<file path="src/rtl/length_prefixed_deframer_macros.svh">
// Assertion macros for the length-prefixed deframer.
`ifndef LENGTH_PREFIXED_DEFRAMER_MACROS_SVH
`define LENGTH_PREFIXED_DEFRAMER_MACROS_SVH

// Same-cycle implication, disabled while reset is held.
`define LPD_ASSERT_SAME(label, ante, cons) \
    label: assert property (@(posedge i_clk) disable iff (!i_rst_n) \
        (ante) |-> (cons)) else $error("deframer assertion failed");

// Next-cycle implication, disabled while reset is held.
`define LPD_ASSERT_NEXT(label, ante, cons) \
    label: assert property (@(posedge i_clk) disable iff (!i_rst_n) \
        (ante) |=> (cons)) else $error("deframer assertion failed");

`endif

</file>
<file path="src/rtl/lpd_pkg.sv">
// Shared constants and types of the length-prefixed deframer.
package lpd_pkg;

    localparam int unsigned HDR_BYTES     = 4;
    localparam int unsigned HDR_CNT_W     = 2;
    localparam int unsigned LEN_W         = 32;
    localparam int unsigned BYTE_W        = 8;
    localparam int unsigned ADDR_W        = 3;
    localparam int unsigned DATA_W        = 32;
    localparam int unsigned REG_SEL_BIT   = 2;

    localparam logic [LEN_W-1:0]     MAX_LEN_RESET = 32'd65536;
    localparam logic                 REG_MAX_LEN   = 1'b0;
    localparam logic [HDR_CNT_W-1:0] HDR_LAST      = HDR_CNT_W'(HDR_BYTES - 1);

    typedef struct packed {
        logic [BYTE_W-1:0] payload_byte;
        logic              frame_end;
        logic              bad_length;
    } t_result;

endpackage

</file>
<file path="src/rtl/lpd_cfg.sv">
// APB-style register port holding the maximum frame length.
module lpd_cfg (
    input  logic                             i_clk,
    input  logic                             i_rst_n,
    input  logic                             psel,
    input  logic                             penable,
    input  logic                             pwrite,
    input  logic [lpd_pkg::ADDR_W-1:0]       paddr,
    input  logic [lpd_pkg::DATA_W-1:0]       pwdata,
    output logic [lpd_pkg::DATA_W-1:0]       prdata,
    output logic                             pready,
    output logic [lpd_pkg::LEN_W-1:0]        o_max_len
);

    logic [lpd_pkg::LEN_W-1:0] r_max_len;
    logic                      w_sel_max;

    assign w_sel_max = (paddr[lpd_pkg::REG_SEL_BIT] == lpd_pkg::REG_MAX_LEN);

    always_ff @(posedge i_clk) begin
        if (!i_rst_n) begin
            r_max_len <= lpd_pkg::MAX_LEN_RESET;
        end else if (psel && penable && pwrite && w_sel_max) begin
            r_max_len <= pwdata;
        end
    end

    assign pready    = 1'b1;
    assign prdata    = w_sel_max ? r_max_len : '0;
    assign o_max_len = r_max_len;

endmodule

</file>
<file path="src/rtl/lpd_core.sv">
// Header collection, length check and payload forwarding with result register.
module lpd_core (
    input  logic                              i_clk,
    input  logic                              i_rst_n,
    input  logic [lpd_pkg::LEN_W-1:0]         i_max_len,
    input  logic                              i_valid,
    input  logic [lpd_pkg::BYTE_W-1:0]        i_rx_byte,
    output logic                              o_stall,
    output logic                              o_valid,
    output lpd_pkg::t_result                  o_result,
    input  logic                              i_stall
);

    logic [23:0]                     r_hdr, n_hdr;
    logic [lpd_pkg::HDR_CNT_W-1:0]   r_cnt, n_cnt;
    logic [lpd_pkg::LEN_W-1:0]       r_left, n_left;
    logic                            r_closed, n_closed;
    logic                            r_out_valid, n_out_valid;
    lpd_pkg::t_result                r_res, n_res;
    logic                            w_take;
    logic [lpd_pkg::LEN_W-1:0]       w_len;

    assign o_stall = r_out_valid && i_stall;
    assign w_take  = i_valid && !o_stall;
    assign w_len   = {r_hdr, i_rx_byte};

    always_comb begin
        n_hdr       = r_hdr;
        n_cnt       = r_cnt;
        n_left      = r_left;
        n_closed    = r_closed;
        n_res       = r_res;
        n_out_valid = r_out_valid && i_stall;
        if (w_take && !r_closed) begin
            if (r_left != '0) begin
                n_left             = r_left - lpd_pkg::LEN_W'(1);
                n_res.payload_byte = i_rx_byte;
                n_res.frame_end    = (r_left == lpd_pkg::LEN_W'(1));
                n_res.bad_length   = 1'b0;
                n_out_valid        = 1'b1;
            end else if (r_cnt != lpd_pkg::HDR_LAST) begin
                n_hdr = {r_hdr[15:0], i_rx_byte};
                n_cnt = r_cnt + lpd_pkg::HDR_CNT_W'(1);
            end else begin
                n_hdr = '0;
                n_cnt = '0;
                if ((w_len == '0) || (w_len > i_max_len)) begin
                    n_closed           = 1'b1;
                    n_res.payload_byte = '0;
                    n_res.frame_end    = 1'b0;
                    n_res.bad_length   = 1'b1;
                    n_out_valid        = 1'b1;
                end else begin
                    n_left = w_len;
                end
            end
        end
    end

    always_ff @(posedge i_clk) begin
        if (!i_rst_n) begin
            r_hdr       <= '0;
            r_cnt       <= '0;
            r_left      <= '0;
            r_closed    <= 1'b0;
            r_out_valid <= 1'b0;
        end else begin
            r_hdr       <= n_hdr;
            r_cnt       <= n_cnt;
            r_left      <= n_left;
            r_closed    <= n_closed;
            r_out_valid <= n_out_valid;
        end
    end

    always_ff @(posedge i_clk) begin
        r_res <= n_res;
    end

    assign o_valid  = r_out_valid;
    assign o_result = r_res;

endmodule

</file>
<file path="src/rtl/length_prefixed_deframer.sv">
// Top level of the length-prefixed deframer: register port, deframing core, checks.
//
// Input channel: one received byte per transaction (i_valid, i_rx_byte, o_stall).
// Output channel: one result per payload byte or one error result
// (o_valid, o_payload_byte, o_frame_end, o_bad_length, i_stall).
// Each frame starts with a 4-byte big-endian length; header bytes give no result.
// A payload byte appears at the output in the cycle after its input transaction.
// Throughput: one byte per cycle unless the receiver stalls, set by the single result
// register; a new byte is taken in the same cycle that the held result is taken.
// A length of zero or above max_frame_length gives one result with o_bad_length
// set, after which every byte is taken and dropped until reset.
// While the receiver stalls with a result held, o_stall is raised and the
// result holds.
// Reset (synchronous, active low) clears the header, the count, the remaining
// length, the closed flag and the output valid; max_frame_length returns to 65536.
// Register map: max_frame_length at byte address 0, written through the APB port.
`include "length_prefixed_deframer_macros.svh"
module length_prefixed_deframer (
    input  logic                             i_clk,
    input  logic                             i_rst_n,
    input  logic                             psel,
    input  logic                             penable,
    input  logic                             pwrite,
    input  logic [lpd_pkg::ADDR_W-1:0]       paddr,
    input  logic [lpd_pkg::DATA_W-1:0]       pwdata,
    output logic [lpd_pkg::DATA_W-1:0]       prdata,
    output logic                             pready,
    input  logic                             i_valid,
    input  logic [lpd_pkg::BYTE_W-1:0]       i_rx_byte,
    output logic                             o_stall,
    output logic                             o_valid,
    output logic [lpd_pkg::BYTE_W-1:0]       o_payload_byte,
    output logic                             o_frame_end,
    output logic                             o_bad_length,
    input  logic                             i_stall
);

    logic [lpd_pkg::LEN_W-1:0] w_max_len;
    lpd_pkg::t_result          w_result;

    lpd_cfg u_cfg (
        .i_clk     (i_clk),
        .i_rst_n   (i_rst_n),
        .psel      (psel),
        .penable   (penable),
        .pwrite    (pwrite),
        .paddr     (paddr),
        .pwdata    (pwdata),
        .prdata    (prdata),
        .pready    (pready),
        .o_max_len (w_max_len)
    );

    lpd_core u_core (
        .i_clk     (i_clk),
        .i_rst_n   (i_rst_n),
        .i_max_len (w_max_len),
        .i_valid   (i_valid),
        .i_rx_byte (i_rx_byte),
        .o_stall   (o_stall),
        .o_valid   (o_valid),
        .o_result  (w_result),
        .i_stall   (i_stall)
    );

    assign o_payload_byte = w_result.payload_byte;
    assign o_frame_end    = w_result.frame_end;
    assign o_bad_length   = w_result.bad_length;

    `LPD_ASSERT_SAME(a_stall_needs_result, o_stall, o_valid && i_stall)
    `LPD_ASSERT_SAME(a_error_fields, o_valid && o_bad_length, (o_payload_byte == '0) && !o_frame_end)
    `LPD_ASSERT_NEXT(a_closed_is_silent, o_valid && o_bad_length && !i_stall, !o_valid)

endmodule
</file>
<file path="config.mk">
export PLATFORM = sky130hd
export DESIGN_NAME = length_prefixed_deframer
export DESIGN_NICKNAME = d
export VERILOG_FILES = /design/src/rtl/lpd_pkg.sv /design/src/rtl/lpd_cfg.sv /design/src/rtl/lpd_core.sv /design/src/rtl/length_prefixed_deframer.sv
export VERILOG_INCLUDE_DIRS = /design/src /design/src/rtl
export SDC_FILE = /design/constraint.sdc
export NUM_CORES = 1
export LEC_CHECK = 0
export CORE_UTILIZATION = 55
export CTS_BUF_LIST = sky130_fd_sc_hd__clkbuf_8
export CTS_CLUSTER_SIZE = 14
export DETAILED_ROUTE_END_ITERATION = 8
export DONT_BUFFER_PORTS = 1
export GPL_ROUTABILITY_DRIVEN = 0
export PLACE_DENSITY = 0.83
export SLEW_MARGIN = 25
export SYNTH_ARGS = -nofsm -noshare
export SYNTH_HDL_FRONTEND = slang
export SYNTH_SLANG_ARGS = --single-unit
</file>
<file path="constraint.sdc">
create_clock -name i_clk -period 2.6 [get_ports i_clk]
set_input_delay 0.26 -clock i_clk [delete_from_list [all_inputs] [get_ports i_clk]]
set_output_delay 0.26 -clock i_clk [all_outputs]
set_load 0.05 [all_outputs]
</file>
==> results.md <==
- Worst setup skew after layout: 0.00939 ns
- Summed instance area of the synthesized netlist: 5720 sq um
- Synth Flop Type: dfxtp_1
- CP startpoint kind: flop
- Transition at the pin with the smallest max-transition slack: 0.977 ns
- Cell type with the largest total area after synthesis: dfxtp_1
- Total power: 8.39 mW
- Clock latency on the worst-skew pair: 0.40 ns
- Count of pins over their slew limit: 0
- Number of distinct library cell variants in the gate-level netlist after synthesis: 61
- Worst-path maximum fanout: 4
- Crit share post-route: 105%
- Number of optimization iterations in the first detailed-route pass: 6
- Mean number of vias per cell: 6.62
- Full die area: 10,800 sq um
- First-pass GRT wire length: 28.9 mm
- Number of max-capacitance violations reported: 0
- IO Pins: 95
- Leak Pwr: 2.84 nW
- Crit path DAT: 3.06 ns
- Met3 Routed Length: 2.11 mm
- Fraction of registers with async set or reset after synthesis: 0%
- Post-route cell area: 7560 sq um
- Core box area: 9910 sq um
- Layout cells sized above 1: 32.9%
- Clock Root Buffer: clkbuf_8
- Final hold violation count: 14
- Final-stage net count: 922
- Dpl ws: -0.252 ns
- Half-perimeter wire length of the detailed placement result: 11.8 mm
- Crit path capture type: flop
- Number of core rows: 36
- Sum of overflow across all layers after global routing: 0
- Sequential cell area fraction in the yosys report: 37.5%
- Number of instances in the synthesized netlist: 740
- Failing checks: hold timing, setup timing
- Final Routed Wirelength: 20.3 mm
- Area of placed instances: 6420 sq um
- Power density normalized to cell area: 1110 nW/um^2
- Bufs on Longest Clock Path: 2
- Normalized max-slew margin: 34.6%
- Largest net degree at the start of global routing: 38
- Clk pin slew, worst setup/hold paths: 0.09 ns
- Setup Viol. Count Final: 37
- Total clock sinks: 102
- CTS tree: built
- Number of warnings reported in the yosys synthesis log: 0
- Total CTS buffers: 9
- Number of synthesized register bits: 102
- Chip Height: 104 um
- Detailed-routed wire length on met2: 9.59 mm
- Setup TNS Final: -1.61 ns
- GRT Overall Usage: 33.5%
- CP Class: reg -> reg
- Unrepaired setup endpoints after global routing: true
- Initial core utilization: 57.7%
- Ant diodes: 0
- Met1 layer wirelength in the final routing: 7.24 mm
- Worst hold margin: -0.0137 ns
- Number of DRC markers after the initial detailed-route iteration: 715
- Detailed-route wire length per cell: 20.9 um
- Outcome: complete, but fails checks
- Share of the core filled with cells in the final layout: 76.3%
- Fraction of post-synthesis cell area in the top cell type by area: 32.2%
- Top sig layer: met4
- Drt drc: 0
- Maximum clock rate: 366 MHz
- Total nets after synthesis: 825
- Initial antenna violation count: 0
- Layout Area Growth over Synthesis: 32.1%
- # fillers: 619
- Detailed-route via count: 6,445
- Via count of the first global-routing pass: 6,003
- Top cells by area, synth: dfxtp_1 (32%), a21oi_1 (8.9%), ha_1 (7.7%)
- Width of the die: 104 um
- Htree depth: 3
- Required time reported for the critical path endpoint: 2.93 ns
- Post-route minimum period: 2.73 ns
- Class of the tightest hold or removal check: in -> reg
- Number of enable-type register cells in the synthesized netlist: 10
- Input/output buffers: 0
- Count of nets left with antenna violations after detail routing: 0
- Setup ws final: -0.133 ns
- Syn Area/Cell: 7.73 sq um
- Max VDD drop: 0.779 mV
cells in the final DEF (no fill, tap or decap), drive strengths merged, types with 4 or more instances in the layout:
cell           n
nand2        101
o21ai         27
a21oi        103
o31ai          8
ha            35
or4            6
or3            8
o211ai         4
nand4         12
nor3b         25
nor4          21
nand3          8
a31oi          7
nand4b         4
a211oi         6
and2           7
nor3          24
dfxtp         92
nor2          92
o221a          6
o41ai          4
nor2b          4
dlygate4sd3   11
buf          119
inv           42
edfxtp        10
or2            4
o21a           4
o22ai          4
clkbuf        14
critical path: stages (launching register included):
cell and delay, ns:
dfxtp_1 0.36, inv_2 0.07, ha_4 0.25, nand2_2 0.12, buf_4 0.13, o21ai_1 0.10
a21oi_2 0.21, o21ai_4 0.11, nor4_4 0.31, buf_4 0.21, nor3_4 0.05, buf_6 0.13
buf_6 0.10, or3_4 0.37, a21oi_2 0.13
path summary, 6_finish.rpt:
check / start / to / slack, ns / cells after the start
worst max-delay path: u_cfg.o_max_len[23]$_SDFFE_PN0P_ / u_core.r_left[18]$_SDFFE_PN0P_ / -0.13 / 14
worst max register to register: u_cfg.o_max_len[23]$_SDFFE_PN0P_ / u_core.r_left[18]$_SDFFE_PN0P_ / -0.13 / 14
worst min-delay path: pwdata[15] / u_cfg.o_max_len[15]$_SDFFE_PN0P_ / -0.01 / 2
worst min register to register: u_cfg.o_max_len[1]$_SDFFE_PN0P_ / u_cfg.o_max_len[1]$_SDFFE_PN0P_ / 0.46 / 2
cells by family after synthesis:
logic type	count (synthesis)	synth area share (%)
compound gates	189	19.7
xor+xnor	2	0.306
fa+ha+maj	35	7.66
buf+inv	87	6.32
flops	102	37.5
mux	1	0.175
other cells	1	0.0656
simple gates	323	28.3
through the flow:
stage	hold WS, ns	instances
floorplan	0.396	740
global placement	0.360	922
detailed placement	0.361	922
CTS	0.00139	957
global route	-0.00617	974
finish	-0.0137	974
flip-flops by register name, indices dropped and copies added (netlist names):
name             flops
u_core.r_closed      1
u_core.o_valid       1
u_cfg.o_max_len     32
u_core.r_hdr        24
u_core.o_result     10
u_core.r_cnt         2
u_core.r_left       32
layout make-up:
class                   count  area [sq um]  share of cell area (%)
multi-input cells         552          3790                    50.2
well taps                 133           166                    2.20
clock buffers              14           193                    2.55
inverters                  42           173                    2.29
flip-flops and latches    102          2180                    28.9
repair buffers            130          1050                    13.8
clock inverters             1          3.75                  0.0497
repair_timing:
item	in CTS	in global routing
setup buffers	12	15
cloned	1	1
pin swaps	25	30
hold buffers	7	4
endpoints found under the setup margin	68	69
hold endpoints to repair	8	5
gates resized for setup	68	86
power by group:
part           internal, mW  switching [mW]  leakage [nW]
clock network         0.472           0.556         0.106
registers              1.95           0.578         0.861
logic                  2.14            2.69          1.87
layer usage:
layer	track usage [%]	vias to the layer above
met3	7.33	137
met4	20.4	0
li1	-	2815
met1	39.2	2984
met2	56.0	509
met5	0	-
synth_stat cells, types with 3 or more instances:
cell,count
or3_1,7
a211oi_1,6
buf_2,9
nor2b_1,4
nor3_1,23
o41ai_1,4
o211ai_1,4
nand2_1,99
clkbuf_1,32
o22ai_1,4
o21a_1,4
nor4_1,19
dfxtp_1,92
or4_1,5
nand4_1,12
edfxtp_1,10
ha_1,35
nor3b_1,25
o221a_2,6
o221ai_1,3
a21oi_1,102
nand3_1,7
nand4b_1,4
and2_1,7
a21o_1,3
inv_1,40
o31ai_1,8
nand2b_1,3
a31oi_1,7
o21ai_0,26
or2_2,3
nor2_1,92
No activity file was read; power rests on OpenSTA's default activity.
